--- config.mk ---
export PLATFORM = sky130hd
export DESIGN_NAME = start_end_marker_deframer_flat
export DESIGN_NICKNAME = d
export VERILOG_FILES = /design/src/hw/rtl/semd_pkg.sv /design/src/hw/rtl/semd_req_if.sv /design/src/hw/rtl/semd_rsp_if.sv /design/src/hw/rtl/semd_front.sv /design/src/hw/rtl/semd_queue.sv /design/src/hw/rtl/semd_back.sv /design/src/hw/rtl/start_end_marker_deframer.sv /design/src/flat_wrapper.sv
export VERILOG_INCLUDE_DIRS = /design/src /design/src/hw/rtl
export SDC_FILE = /design/constraint.sdc
export NUM_CORES = 1
export LEC_CHECK = 0
export ABC_CLOCK_PERIOD_IN_PS = 12000
export BUFFER_PORTS_ARGS = -buffer_cell sky130_fd_sc_hd__buf_2
export CORE_MARGIN = 2
export CORE_UTILIZATION = 40
export CTS_CLUSTER_SIZE = 28
export DETAILED_ROUTE_END_ITERATION = 8
export PLACE_DENSITY_LB_ADDON = 0.25
export SLEW_MARGIN = 15
export SYNTH_ARGS = -nofsm -noshare
export SYNTH_HDL_FRONTEND = slang
export SYNTH_SLANG_ARGS = --single-unit
--- constraint.sdc ---
create_clock -name clock -period 12 [get_ports clock]
set_input_delay 1.8 -clock clock [delete_from_list [all_inputs] [get_ports clock]]
set_output_delay 1.8 -clock clock [all_outputs]
set_load 0.01 [all_outputs]
--- src/hw/rtl/start_end_marker_deframer_assert.svh ---
// Assertion macros shared by the deframer modules.
`ifndef START_END_MARKER_DEFRAMER_ASSERT_SVH
`define START_END_MARKER_DEFRAMER_ASSERT_SVH

`ifndef NO_ASSERTIONS
`define SEMD_ASSERT_IMPLY(label, clk, rst, ante, cons, msg) \
   label: assert property (@(posedge clk) disable iff (rst) (ante) |-> (cons)) else $error(msg);
`define SEMD_ASSERT_NEXT(label, clk, rst, ante, cons, msg) \
   label: assert property (@(posedge clk) disable iff (rst) (ante) |=> (cons)) else $error(msg);
`else
`define SEMD_ASSERT_IMPLY(label, clk, rst, ante, cons, msg)
`define SEMD_ASSERT_NEXT(label, clk, rst, ante, cons, msg)
`endif

`endif

--- src/hw/rtl/semd_pkg.sv ---
package semd_pkg;

   localparam int unsigned ByteWidth     = 8;
   localparam int unsigned IndexWidth    = 10;
   localparam int unsigned LengthWidth   = 11;
   localparam int unsigned MaxResults    = 4;
   localparam int unsigned SlotWidth     = $clog2(MaxResults);
   localparam int unsigned NumWidth      = $clog2(MaxResults + 1);
   localparam int unsigned QueueDepth    = 2;
   localparam int unsigned QueuePtrWidth = $clog2(QueueDepth);

   localparam logic [ByteWidth-1:0] CharLt    = 8'h3C;
   localparam logic [ByteWidth-1:0] CharGt    = 8'h3E;
   localparam logic [ByteWidth-1:0] CharB     = 8'h62;
   localparam logic [ByteWidth-1:0] CharSlash = 8'h2F;

   localparam logic [LengthWidth-1:0] MaxFrameReset = 11'd1024;
   localparam logic [LengthWidth-1:0] LengthMax     = {LengthWidth{1'b1}};

   typedef enum logic [4:0] {
      PROG_NONE     = 5'b00001,
      PROG_LT       = 5'b00010,
      PROG_LT_B     = 5'b00100,
      PROG_LT_SL    = 5'b01000,
      PROG_LT_SL_B  = 5'b10000
   } prog_type;

   typedef struct packed {
      logic [MaxResults-1:0][ByteWidth-1:0] bytes;
      logic [IndexWidth-1:0]                base_index;
      logic [NumWidth-1:0]                  num;
      logic                                 is_event;
      logic                                 done;
      logic                                 restarted;
      logic [LengthWidth-1:0]               length;
      logic                                 overflowed;
   } job_type;

   typedef struct packed {
      logic full;
      logic empty;
   } queue_status_type;

endpackage

--- src/hw/rtl/semd_req_if.sv ---
interface semd_req_if;
   logic       valid;
   logic       ready;
   logic [7:0] rx_byte;

   modport source (output valid, output rx_byte, input ready);
   modport sink (input valid, input rx_byte, output ready);
endinterface

--- src/hw/rtl/semd_rsp_if.sv ---
interface semd_rsp_if;
   logic        valid;
   logic        ready;
   logic [7:0]  payload_byte;
   logic [9:0]  payload_index;
   logic        is_payload;
   logic        frame_done;
   logic        frame_restarted;
   logic [10:0] frame_length;
   logic        overflowed;
   logic        last_of_run;

   modport source (
      output valid, output payload_byte, output payload_index, output is_payload,
      output frame_done, output frame_restarted, output frame_length,
      output overflowed, output last_of_run, input ready
   );
   modport sink (
      input valid, input payload_byte, input payload_index, input is_payload,
      input frame_done, input frame_restarted, input frame_length,
      input overflowed, input last_of_run, output ready
   );
endinterface

--- src/hw/rtl/semd_front.sv ---
`include "start_end_marker_deframer_assert.svh"

module semd_front
   import semd_pkg::*;
#(
   parameter int unsigned FRAME_CAPACITY = 1024
) (
   input  logic                   clock,
   input  logic                   reset,
   semd_req_if.sink               req,
   input  logic [LengthWidth-1:0] max_frame_bytes,
   input  queue_status_type       q_status,
   output logic                   push,
   output job_type                job
);

   localparam logic [LengthWidth-1:0] CapLimit =
      (FRAME_CAPACITY > int'(LengthMax)) ? LengthMax : LengthWidth'(FRAME_CAPACITY);

   logic                   inside_ff, inside_in;
   prog_type               prog_ff, prog_in;
   logic [LengthWidth-1:0] count_ff, count_in;
   logic                   ovf_ff, ovf_in;
   logic                   accept;
   logic [LengthWidth-1:0] limit;

   assign req.ready = !q_status.full;
   assign accept    = req.valid && req.ready;
   assign limit     = (max_frame_bytes < CapLimit) ? max_frame_bytes : CapLimit;

   always_comb begin
      logic [ByteWidth-1:0]                 c;
      logic [NumWidth-1:0]                  nheld;
      logic                                 flush;
      logic                                 emit_c;
      logic [MaxResults-1:0][ByteWidth-1:0] cand;
      logic [NumWidth-1:0]                  ncand;
      logic [LengthWidth-1:0]               room;
      logic [NumWidth-1:0]                  kept;

      c         = req.rx_byte;
      nheld     = '0;
      flush     = 1'b0;
      emit_c    = (c != CharLt);
      inside_in = inside_ff;
      prog_in   = prog_ff;
      count_in  = count_ff;
      ovf_in    = ovf_ff;
      job       = '0;

      if (!inside_ff) begin
         if (prog_ff == PROG_LT && c == CharB) begin
            prog_in = PROG_LT_B;
         end else if (prog_ff == PROG_LT_B && c == CharGt) begin
            inside_in = 1'b1;
            prog_in   = PROG_NONE;
            count_in  = '0;
            ovf_in    = 1'b0;
         end else begin
            prog_in = emit_c ? PROG_NONE : PROG_LT;
         end
      end else begin
         unique case (prog_ff)
            PROG_LT: begin
               if (c == CharB) begin
                  prog_in = PROG_LT_B;
               end else if (c == CharSlash) begin
                  prog_in = PROG_LT_SL;
               end else begin
                  flush = 1'b1;
                  nheld = NumWidth'(1);
               end
            end
            PROG_LT_B: begin
               if (c == CharGt) begin
                  job.num        = NumWidth'(1);
                  job.is_event   = 1'b1;
                  job.restarted  = 1'b1;
                  job.length     = count_ff;
                  job.overflowed = ovf_ff;
                  prog_in        = PROG_NONE;
                  count_in       = '0;
                  ovf_in         = 1'b0;
               end else begin
                  flush = 1'b1;
                  nheld = NumWidth'(2);
               end
            end
            PROG_LT_SL: begin
               if (c == CharB) begin
                  prog_in = PROG_LT_SL_B;
               end else begin
                  flush = 1'b1;
                  nheld = NumWidth'(2);
               end
            end
            PROG_LT_SL_B: begin
               if (c == CharGt) begin
                  job.num        = NumWidth'(1);
                  job.is_event   = 1'b1;
                  job.done       = 1'b1;
                  job.length     = count_ff;
                  job.overflowed = ovf_ff;
                  inside_in      = 1'b0;
                  prog_in        = PROG_NONE;
                  count_in       = '0;
                  ovf_in         = 1'b0;
               end else begin
                  flush = 1'b1;
                  nheld = NumWidth'(3);
               end
            end
            default: begin
               flush = 1'b1;
            end
         endcase
      end

      cand[0] = CharLt;
      cand[1] = (prog_ff == PROG_LT_B) ? CharB : CharSlash;
      cand[2] = CharB;
      cand[3] = c;
      for (int i = 0; i < MaxResults; i++) begin
         if (i == int'(nheld)) begin
            cand[i] = c;
         end
      end
      ncand = nheld + NumWidth'(emit_c);
      room  = (count_ff < limit) ? (limit - count_ff) : '0;
      kept  = (room < LengthWidth'(ncand)) ? room[NumWidth-1:0] : ncand;

      if (flush) begin
         prog_in        = emit_c ? PROG_NONE : PROG_LT;
         count_in       = count_ff + LengthWidth'(kept);
         ovf_in         = ovf_ff | (kept != ncand);
         job.bytes      = cand;
         job.base_index = count_ff[IndexWidth-1:0];
         job.num        = kept;
      end
   end

   assign push = accept && (job.num != '0);

   always_ff @(posedge clock) begin
      if (reset) begin
         inside_ff <= 1'b0;
         prog_ff   <= PROG_NONE;
         count_ff  <= '0;
         ovf_ff    <= 1'b0;
      end else if (accept) begin
         inside_ff <= inside_in;
         prog_ff   <= prog_in;
         count_ff  <= count_in;
         ovf_ff    <= ovf_in;
      end
   end

   `SEMD_ASSERT_IMPLY(a_no_result_outside, clock, reset, accept && !inside_ff, !push, "result from byte outside frame")
   `SEMD_ASSERT_NEXT(a_frame_closed, clock, reset, accept && push && job.done, !inside_ff && count_ff == '0, "frame state not cleared after close")

endmodule

--- src/hw/rtl/semd_queue.sv ---
`include "start_end_marker_deframer_assert.svh"

module semd_queue
   import semd_pkg::*;
(
   input  logic             clock,
   input  logic             reset,
   input  logic             push,
   input  job_type          push_job,
   input  logic             pop,
   output job_type          head,
   output queue_status_type status
);

   job_type                  job_ff [QueueDepth];
   logic [QueuePtrWidth-1:0] wr_ptr_ff;
   logic [QueuePtrWidth-1:0] rd_ptr_ff;
   logic [QueuePtrWidth:0]   count_ff;

   assign head         = job_ff[rd_ptr_ff];
   assign status.full  = (count_ff == (QueuePtrWidth + 1)'(QueueDepth));
   assign status.empty = (count_ff == '0);

   always_ff @(posedge clock) begin
      if (push) begin
         job_ff[wr_ptr_ff] <= push_job;
      end
   end

   always_ff @(posedge clock) begin
      if (reset) begin
         wr_ptr_ff <= '0;
         rd_ptr_ff <= '0;
         count_ff  <= '0;
      end else begin
         if (push) begin
            wr_ptr_ff <= wr_ptr_ff + 1'b1;
         end
         if (pop) begin
            rd_ptr_ff <= rd_ptr_ff + 1'b1;
         end
         if (push && !pop) begin
            count_ff <= count_ff + 1'b1;
         end else if (pop && !push) begin
            count_ff <= count_ff - 1'b1;
         end
      end
   end

   `SEMD_ASSERT_IMPLY(a_no_push_full, clock, reset, push, !status.full, "push into full job queue")
   `SEMD_ASSERT_IMPLY(a_no_pop_empty, clock, reset, pop, !status.empty, "pop from empty job queue")

endmodule

--- src/hw/rtl/semd_back.sv ---
`include "start_end_marker_deframer_assert.svh"

module semd_back
   import semd_pkg::*;
(
   input  logic             clock,
   input  logic             reset,
   input  job_type          head,
   input  queue_status_type q_status,
   output logic             pop,
   semd_rsp_if.source       rsp
);

   logic [SlotWidth-1:0]   slot_ff, slot_in;
   logic                   valid_ff, valid_in;
   logic [ByteWidth-1:0]   byte_ff;
   logic [IndexWidth-1:0]  index_ff;
   logic                   is_payload_ff;
   logic                   done_ff;
   logic                   restarted_ff;
   logic [LengthWidth-1:0] length_ff;
   logic                   ovf_ff;
   logic                   last_ff;
   logic                   out_load;
   logic                   take;
   logic                   last;

   assign out_load = !valid_ff || rsp.ready;
   assign take     = out_load && !q_status.empty;
   assign last     = (NumWidth'(slot_ff) == head.num - NumWidth'(1));
   assign pop      = take && last;
   assign valid_in = out_load ? !q_status.empty : valid_ff;
   assign slot_in  = last ? '0 : slot_ff + 1'b1;

   always_ff @(posedge clock) begin
      if (reset) begin
         valid_ff <= 1'b0;
         slot_ff  <= '0;
      end else begin
         valid_ff <= valid_in;
         if (take) begin
            slot_ff <= slot_in;
         end
      end
   end

   always_ff @(posedge clock) begin
      if (take) begin
         byte_ff       <= head.bytes[slot_ff];
         index_ff      <= head.base_index + IndexWidth'(slot_ff);
         is_payload_ff <= !head.is_event;
         done_ff       <= head.done;
         restarted_ff  <= head.restarted;
         length_ff     <= head.length;
         ovf_ff        <= head.overflowed;
         last_ff       <= last;
      end
   end

   assign rsp.valid           = valid_ff;
   assign rsp.payload_byte    = byte_ff;
   assign rsp.payload_index   = index_ff;
   assign rsp.is_payload      = is_payload_ff;
   assign rsp.frame_done      = done_ff;
   assign rsp.frame_restarted = restarted_ff;
   assign rsp.frame_length    = length_ff;
   assign rsp.overflowed      = ovf_ff;
   assign rsp.last_of_run     = last_ff;

   `SEMD_ASSERT_IMPLY(a_slot_in_job, clock, reset, !q_status.empty, NumWidth'(slot_ff) < head.num, "slot beyond job length")
   `SEMD_ASSERT_IMPLY(a_event_single, clock, reset, !q_status.empty && head.is_event, head.num == NumWidth'(1), "event job with more than one beat")

endmodule

--- src/hw/rtl/start_end_marker_deframer.sv ---
// An accepted byte's results pass through the job queue and then the registered rsp outputs.
// Throughput: one byte per cycle on req while the two-entry job queue has room;
// rsp gives one beat per cycle while rsp.ready is high, so a byte with k results takes k back-end beats.
// A byte with no results pushes no job into the queue.
// Reset: synchronous, active high; leaves the frame search idle and the limit at 1024.
module start_end_marker_deframer
   import semd_pkg::*;
#(
   parameter int unsigned FRAME_CAPACITY = 1024
) (
   input  logic                   clock,
   input  logic                   reset,
   semd_req_if.sink               req_if,
   semd_rsp_if.source             rsp_if,
   input  logic                   csr_we,
   input  logic [LengthWidth-1:0] csr_wdata
);

   logic [LengthWidth-1:0] max_frame_bytes_ff;
   logic                   push;
   logic                   pop;
   job_type                push_job;
   job_type                head;
   queue_status_type       q_status;

   always_ff @(posedge clock) begin
      if (reset) begin
         max_frame_bytes_ff <= MaxFrameReset;
      end else if (csr_we) begin
         max_frame_bytes_ff <= csr_wdata;
      end
   end

   semd_front #(
      .FRAME_CAPACITY (FRAME_CAPACITY)
   ) u_front (
      .clock           (clock),
      .reset           (reset),
      .req             (req_if),
      .max_frame_bytes (max_frame_bytes_ff),
      .q_status        (q_status),
      .push            (push),
      .job             (push_job)
   );

   semd_queue u_queue (
      .clock    (clock),
      .reset    (reset),
      .push     (push),
      .push_job (push_job),
      .pop      (pop),
      .head     (head),
      .status   (q_status)
   );

   semd_back u_back (
      .clock    (clock),
      .reset    (reset),
      .head     (head),
      .q_status (q_status),
      .pop      (pop),
      .rsp      (rsp_if)
   );

endmodule
--- src/flat_wrapper.sv ---
// flat-port wrapper written by rule: the top's interface ports become plain ports
module start_end_marker_deframer_flat import semd_pkg::*;
#(
   parameter int unsigned FRAME_CAPACITY = 1024
)
  (clock, reset, csr_we, csr_wdata, req_if_valid, req_if_rx_byte, req_if_ready, rsp_if_valid, rsp_if_payload_byte, rsp_if_payload_index, rsp_if_is_payload, rsp_if_frame_done, rsp_if_frame_restarted, rsp_if_frame_length, rsp_if_overflowed, rsp_if_last_of_run, rsp_if_ready);
  semd_req_if req_if_i ();
  semd_rsp_if rsp_if_i ();
  input  logic clock;
  input  logic reset;
  input  logic csr_we;
  input  logic [LengthWidth-1:0] csr_wdata;
  input wire logic [$bits(req_if_i.valid)-1:0] req_if_valid;
  input wire logic [$bits(req_if_i.rx_byte)-1:0] req_if_rx_byte;
  output wire logic [$bits(req_if_i.ready)-1:0] req_if_ready;
  output wire logic [$bits(rsp_if_i.valid)-1:0] rsp_if_valid;
  output wire logic [$bits(rsp_if_i.payload_byte)-1:0] rsp_if_payload_byte;
  output wire logic [$bits(rsp_if_i.payload_index)-1:0] rsp_if_payload_index;
  output wire logic [$bits(rsp_if_i.is_payload)-1:0] rsp_if_is_payload;
  output wire logic [$bits(rsp_if_i.frame_done)-1:0] rsp_if_frame_done;
  output wire logic [$bits(rsp_if_i.frame_restarted)-1:0] rsp_if_frame_restarted;
  output wire logic [$bits(rsp_if_i.frame_length)-1:0] rsp_if_frame_length;
  output wire logic [$bits(rsp_if_i.overflowed)-1:0] rsp_if_overflowed;
  output wire logic [$bits(rsp_if_i.last_of_run)-1:0] rsp_if_last_of_run;
  input wire logic [$bits(rsp_if_i.ready)-1:0] rsp_if_ready;
  assign req_if_i.valid = req_if_valid;
  assign req_if_i.rx_byte = req_if_rx_byte;
  assign req_if_ready = req_if_i.ready;
  assign rsp_if_valid = rsp_if_i.valid;
  assign rsp_if_payload_byte = rsp_if_i.payload_byte;
  assign rsp_if_payload_index = rsp_if_i.payload_index;
  assign rsp_if_is_payload = rsp_if_i.is_payload;
  assign rsp_if_frame_done = rsp_if_i.frame_done;
  assign rsp_if_frame_restarted = rsp_if_i.frame_restarted;
  assign rsp_if_frame_length = rsp_if_i.frame_length;
  assign rsp_if_overflowed = rsp_if_i.overflowed;
  assign rsp_if_last_of_run = rsp_if_i.last_of_run;
  assign rsp_if_i.ready = rsp_if_ready;
  start_end_marker_deframer #(.FRAME_CAPACITY(FRAME_CAPACITY)) u_core (.clock(clock), .reset(reset), .req_if(req_if_i), .rsp_if(rsp_if_i), .csr_we(csr_we), .csr_wdata(csr_wdata));
endmodule
==> reports/qor.yml, run 1 <==
pwr:
  power_density_nw_per_um2: 130
  p_leak_nw: 3.73
  switching_share_pct: 22.5
  finalPower_mw: 1.29
  p_clk_share_pct: 41.8
  power_frac_seq_pct: 54.8
  max-vdd-ir-drop_mv: 0.101
  pwr-share-comb_pct: 3.4
  p_sw_mw: 0.291
  internal_power_mw: 1.00
layout:
  layout-area-overhead-vs-synth_pct: 13.1
  drive_gt1_share_pct: 19.7
  n_antenna_cell: 0
  layout.cells.non_filler: 1050
  utilization_pct: 45.9
  nets: 806
floorplan:
  start_util_pct: 40.6
  die_w_um: 153
  placementRows: 54
  ios: 60
  core_sq_um: 21800
  die_y_um: 153
  die_area_sq_um: 23300
setup_path:
  critPathTopFamily: "adder cells"
  critPathCaptureType: "register"
  required_ns: 12.31
  r2r_start: "u_core.max_frame_bytes_ff[10]"
  worst-path-max-fanout: 6
  critPathSlowestCell: "fa_1"
  cp_cell_sequence: "buf_2, nor4b_2, a21oi_1, o21ai_1, o21ai_0, and2b_1, ha_1, ha_1, inv_1, ha_1, a21o_1, a21oi_1, o2111ai_1, nor2_4, mux2i_1, ha_1, inv_1, fa_1, inv_1, a21oi_1, nor3b_4, nand3_1, xnor2_1, nor2_1"
  critPathLaunchType: "primary input"
  critPathKind: "in -> reg"
  cp_common_cell: "ha_1"
  startpoint: "req_if_rx_byte[0]"
  path_buf_inv: 4
  cp.arrival_ns: 6.49
  critical_path.max_stage_delay_ns: 0.39
clock_network:
  root_buffer: "clkbuf_16"
  post_cts_resize_count: 0
  cts_hold_buffers: 0
  htree_levels: 4
  clock_sinks: 191
  numCtsBuffers: 17
  clockBufferDepth: 2
  clock_latency_ns: 0.43
  cts_setup_buffers: 0
  clk_pin_slew_ns: 0.07
  tritoncts: "yes"
global_routing:
  grt_start_max_net_pins: 62
  antenna_found_initial: 0
  grt_pass1_vias: 5595
  grt_pass1_wl_um: 29000
  grt_overflow: 0
  grt_usage_pct: 15.8
placed_design:
  gp_congestion: 0.845
  placed_cells: 1018
  dp.final_hpwl_um: 12300
  portBuffers: 59
drt:
  dr.pass1.iters: 4
  vias: 5566
  drtIter0Drc: 359
  avgViaCountPerCell: 5.30
  ant_nets: 0
  wl_per_cell_um: 17.0
  totalWireLength_um: 17900
  drc: 0
synth:
  yosys.area.top_type: "edfxtp_1"
  ys_ff_latch: 191
  syn_area_per_cell_sq_um: 12.7
  synthesis.nets: 746
  ys_warn_count: 0
  synth_top_family_by_area: "simple AND/OR/NAND/NOR gates"
  async_flop_share_pct: 0
  synth_area_leaders: "edfxtp_1 (52%), dfxtp_1 (8.4%), mux4_2 (4.1%)"
  synth_mux_area_share_pct: 8.50
  synth-seq-area-share_pct: 60.7
  synth_compound_area_share_pct: 6.73
  synthAdderAreaFrac_pct: 3.79
  synth_edf_count: 154
  netlist_area_sq_um: 8840
  ys_types: 71
  synth_flop_cell: "edfxtp_1"
  synthTopCellsByCount: "edfxtp_1 (154), nor2_1 (82), nand2_1 (61)"
  netlist.area_leader.share_pct: 52.3
  synthCells: 697
  yosys.area_share.simple_pct: 14.5
  synth_most_common_cell: "edfxtp_1"
  synth-xor-area-share_pct: 3.07
min_path:
  hold_start: "u_core.u_front.ovf_ff"
  min_path_type: "reg -> reg"
sta:
  slew_viol_final: 0
  worst_hold_slack_ns: 0.480
  period_share_pct: 51.6
  finalSetupViolations: 0
  skew_ns: 0.0114
  clock.fmax_ghz: 0.162
  rsz0062_at_grt: "no"
  tightestPinTransition_ns: 0.831
  hold_viol_final: 0
  max_slew_margin_pct: 44.6
  fin_crit_ns: 6.19
  tns_ns: 0
outcome:
  status: "finished clean"
run:
  drv_cap: 0
==> power by group through the flow <==
stage               Sequential [mW]  Clock [mW]  Combinational, mW
floorplan                     0.723           0             0.0328
global placement              0.724           0             0.0417
detailed placement            0.725           0             0.0437
CTS                           0.709       0.556             0.0439
global route                  0.710       0.585             0.0486
finish                        0.709       0.541             0.0438
==> path summary, 6_finish.rpt <==
check,to,slack (ns),depth (start not counted)
hold / removal,u_core.u_front.ovf_ff,0.48,2
setup reg to reg,u_core.u_front.count_ff[10],6.77,24
setup / recovery,u_core.u_front.count_ff[10],5.81,24
hold reg to reg,u_core.u_front.ovf_ff,0.48,2
==> metal layers <==
layer	share of wire [%]	routed length (um)	track usage [%]	vias up
met5	0	0	0	-
met3	4.1	730	3.04	18
met4	1.8	329	6.04	0
met2	49	8810	26.5	133
met1	45	8000	20.2	2740
li1	-	-	-	2675
==> flip-flops by register name, indices dropped and copies added (netlist names), named ones only <==
register	cells
u_core.u_queue.wr_ptr_ff	1
u_core.u_back.rsp.payload_index	10
u_core.u_back.rsp.valid	1
u_core.u_queue.job_ff	120
u_core.u_back.rsp.frame_restarted	1
u_core.u_back.rsp.frame_done	1
u_core.u_front.ovf_ff	1
u_core.u_back.slot_ff	2
u_core.u_back.rsp.payload_byte	8
u_core.u_back.rsp.is_payload	1
u_core.u_front.inside_ff	1
u_core.u_back.rsp.frame_length	11
u_core.u_queue.rd_ptr_ff	1
u_core.u_front.count_ff	11
u_core.max_frame_bytes_ff	11
u_core.u_queue.count_ff	2
u_core.u_front.prog_ff	5
u_core.u_back.rsp.overflowed	1
u_core.u_back.rsp.last_of_run	1
==> metrics by stage <==
stage | setup slack, ns | instance area (sq um)
6_report | 5.81 | 9990
5_1_grt | 5.45 | 9990
4_1_cts | 5.86 | 9990
3_5_place_dp | 5.44 | 9430
3_3_place_gp | 5.64 | 9430
2_1_floorplan | 4.18 | 8840
==> tightest hold or removal path: cells and delay by family, from the launching register on <==
kind	cells	cell delay [ns]
flip-flops	1	0.34
AND/OR/NAND/NOR	1	0.07
AO/OA/AOI/OAI	1	0.04
==> cell type report <==
| type | instances | area [sq um] |
|---|---|---|
| clock buffers | 17 | 425 |
| fillers | 1975 | 11800 |
| inverters | 35 | 131 |
| multi-input cells | 448 | 3240 |
| clock inverters | 15 | 140 |
| repair buffers | 64 | 333 |
| flip-flops and latches | 191 | 5370 |
| well taps | 280 | 350 |
==> cell families (layout without fill, tap and decap cells) <==
group | Yosys count | count (layout)
AND/OR/NAND/NOR | 252 | 252
AO/OA/AOI/OAI | 87 | 87
flip-flops | 191 | 191
multiplexers | 53 | 53
XOR/XNOR | 31 | 31
buffers and inverters | 58 | 131
adder cells (fa/ha/maj) | 25 | 25
==> layout by cell type (no fill, tap or decap), types with 7 or more instances in the layout <==
cell type and count:
nand3_1 12, edfxtp_1 154, and3_1 11, ha_1 22, nor3_1 21, a21oi_1 27
dfxtp_1 36, o21ai_0 8, mux4_2 16, xnor2_1 22, xor2_1 9, o21ai_1 7
buf_2 59, nor2b_1 18, nand2_1 61, nand2b_1 8, inv_8 7, nor2_1 82
mux2_2 16, clkbuf_16 17, mux2i_1 21, inv_1 34
No activity file was read; power rests on OpenSTA's default activity.
==> run 2: changes to the inputs <==
- ABC_CLOCK_PERIOD_IN_PS: 12000 -> 5100
- clock period: 12 -> 5.1 ns (I/O delays scaled with it)
==> reports/qor.yml, run 2 (synthesis results as in run 1) <==
outcome:
  status: "finished clean"
drt:
  dr.pass1.iters: 4
  totalWireLength_um: 17900
  avgViaCountPerCell: 5.27
  wl_per_cell_um: 16.8
  drtIter0Drc: 364
  ant_nets: 0
  drc: 0
  vias: 5599
sta:
  slew_viol_final: 0
  tightestPinTransition_ns: 1.14
  clock.fmax_ghz: 0.209
  finalSetupViolations: 0
  fin_crit_ns: 4.79
  max_slew_margin_pct: 24.2
  period_share_pct: 93.9
  skew_ns: 0.0166
  worst_hold_slack_ns: 0.492
  hold_viol_final: 0
clock_network:
  clock_sinks: 191
  numCtsBuffers: 17
  tritoncts: "yes"
  clockBufferDepth: 2
  clock_latency_ns: 0.44
  root_buffer: "clkbuf_16"
  cts_hold_buffers: 0
  htree_levels: 4
  clk_pin_slew_ns: 0.07
placed_design:
  portBuffers: 59
  placed_cells: 1025
  postPlaceCellArea_sq_um: 9500
  dp.final_hpwl_um: 12400
  gp_congestion: 0.861
layout:
  layout_commonest_cell: "edfxtp_1"
  nets: 818
  layout-area-overhead-vs-synth_pct: 15.8
  n_antenna_cell: 0
  layout.cells.non_filler: 1062
  mostFrequentLayoutCells: "edfxtp_1 (154), nor2_1 (80), nand2_1 (61)"
  largest_register_ffs: 120
  regMostFlops: "u_core.u_queue.job_ff"
  drive_gt1_share_pct: 22.6
  design_area_sq_um: 10200
floorplan:
  die_y_um: 153
  start_util_pct: 40.6
  placementRows: 54
  die_w_um: 153
  ios: 60
  die_area_sq_um: 23300
  core_sq_um: 21800
setup_path:
  critical_path.max_stage_delay_ns: 0.40
  cp_cell_sequence: "nand2b_4, inv_1, ha_1, nand2b_1, a211oi_4, o21ai_1, a31o_2, or2_2, inv_1, ha_1, a21o_1, a21oi_2, o2111ai_2, nor2_4, mux2i_2, ha_2, inv_1, fa_1, inv_1, a21oi_1, nor3b_4, nand3_1, xnor2_1, nor2_1"
  cp_common_cell: "inv_1"
  r2r_slack_ns: 0.31
  ff2ff_path_depth: 24
  reg2reg_to: "u_core.u_front.count_ff[6]"
  r2r_start: "u_core.max_frame_bytes_ff[10]"
  critPathLaunchType: "register"
  critPathKind: "reg -> reg"
  worst-path-max-fanout: 11
  cp.arrival_ns: 5.10
  critPathCaptureType: "register"
  required_ns: 5.41
  critPathSlowestCell: "dfxtp_4"
pwr:
  p_leak_nw: 3.86
  max-vdd-ir-drop_mv: 0.214
  power_density_nw_per_um2: 305
min_path:
  min_path_type: "reg -> reg"
  hold_start: "u_core.max_frame_bytes_ff[2]"
  holdPathStages: 2
  holdPathEnd: "u_core.max_frame_bytes_ff[2]"
global_routing:
  grt_pass1_vias: 5507
  grt_pass1_wl_um: 28700
  antenna_found_initial: 0
  grt_usage_pct: 15.5
  grt_overflow: 0
  grt_start_max_net_pins: 61
run:
  drv_cap: 0
## run 2: cell types whose count changed in the layout (fill, tap and decap cells not counted), moves of 2 or more
cell | previous run | this run
clkinv_8 | 0 | 7
nor2_2 | 0 | 2
dfxtp_1 | 36 | 34
ha_1 | 22 | 19
clkinv_4 | 3 | 1
ha_4 | 0 | 2
nor2_1 | 82 | 80
buf_4 | 5 | 15
inv_6 | 2 | 4
buf_12 | 0 | 2
clkinv_2 | 2 | 0
inv_8 | 7 | 1
## run 2: metal layers
layer / share of wire [%] / up-vias / GRT usage [%]
li1: - / 2693 / -
met1: 45 / 2733 / 20.8
met2: 48 / 147 / 25.2
met3: 5.1 / 26 / 3.07
met4: 1.7 / 0 / 5.86
met5: 0 / - / 0
## run 2: worst max-delay path by stage
stage,start,endpoint,slack (ns),depth (start not counted)
2_1_floorplan,req_if_rx_byte[0],u_core.u_queue.job_ff[0][0],0.14,16
3_3_place_gp,req_if_rx_byte[0],u_core.u_front.count_ff[10],0.08,24
3_5_place_dp,u_core.max_frame_bytes_ff[10],u_core.u_front.count_ff[6],-0.09,24
4_1_cts,u_core.max_frame_bytes_ff[10],u_core.u_front.count_ff[6],0.03,24
5_1_grt,u_core.max_frame_bytes_ff[10],u_core.u_front.count_ff[6],-0.02,24
6_report,u_core.max_frame_bytes_ff[10],u_core.u_front.count_ff[6],0.31,24
## run 2: cell type report
type	instances	area [sq um]
clock buffers	17	425
inverters	35	131
fillers	1979	11500
repair buffers	76	448
multi-input cells	448	3310
well taps	280	350
flip-flops and latches	191	5370
clock inverters	15	193
## run 2: repair_timing
item                       in CTS  in global routing
pin swaps                       0                  3
setup endpoints to repair       3                  8
gates cloned                    0                  0
buffers inserted                0                  5
resized for setup               1                 14
## run 2: power by group
part / internal (mW) / switching [mW]
Sequential: 1.66 / 0.00536
Combinational: 0.0560 / 0.0621
Clock: 0.669 / 0.665
## run 2: critical path, delay by kind of cell (launching register included)
kind / cells / cell delay, ns
multiplexers: 1 / 0.26
flip-flops: 1 / 0.40
AND/OR/NAND/NOR: 7 / 1.20
buffers and inverters: 4 / 0.26
XOR/XNOR: 1 / 0.14
AO/OA/AOI/OAI: 7 / 1.29
adder cells (fa/ha/maj): 4 / 1.15
## run 2: through the flow
stage,TNS [ns],util [%],total power [mW],setup slack [ns]
finish,0,47.0,3.12,0.309
global route,-0.0298,47.0,3.22,-0.0175
CTS,0,46.5,3.14,0.0321
detailed placement,-0.241,43.7,1.81,-0.0865
global placement,0,43.7,1.81,0.0819
floorplan,0,-,1.78,0.145
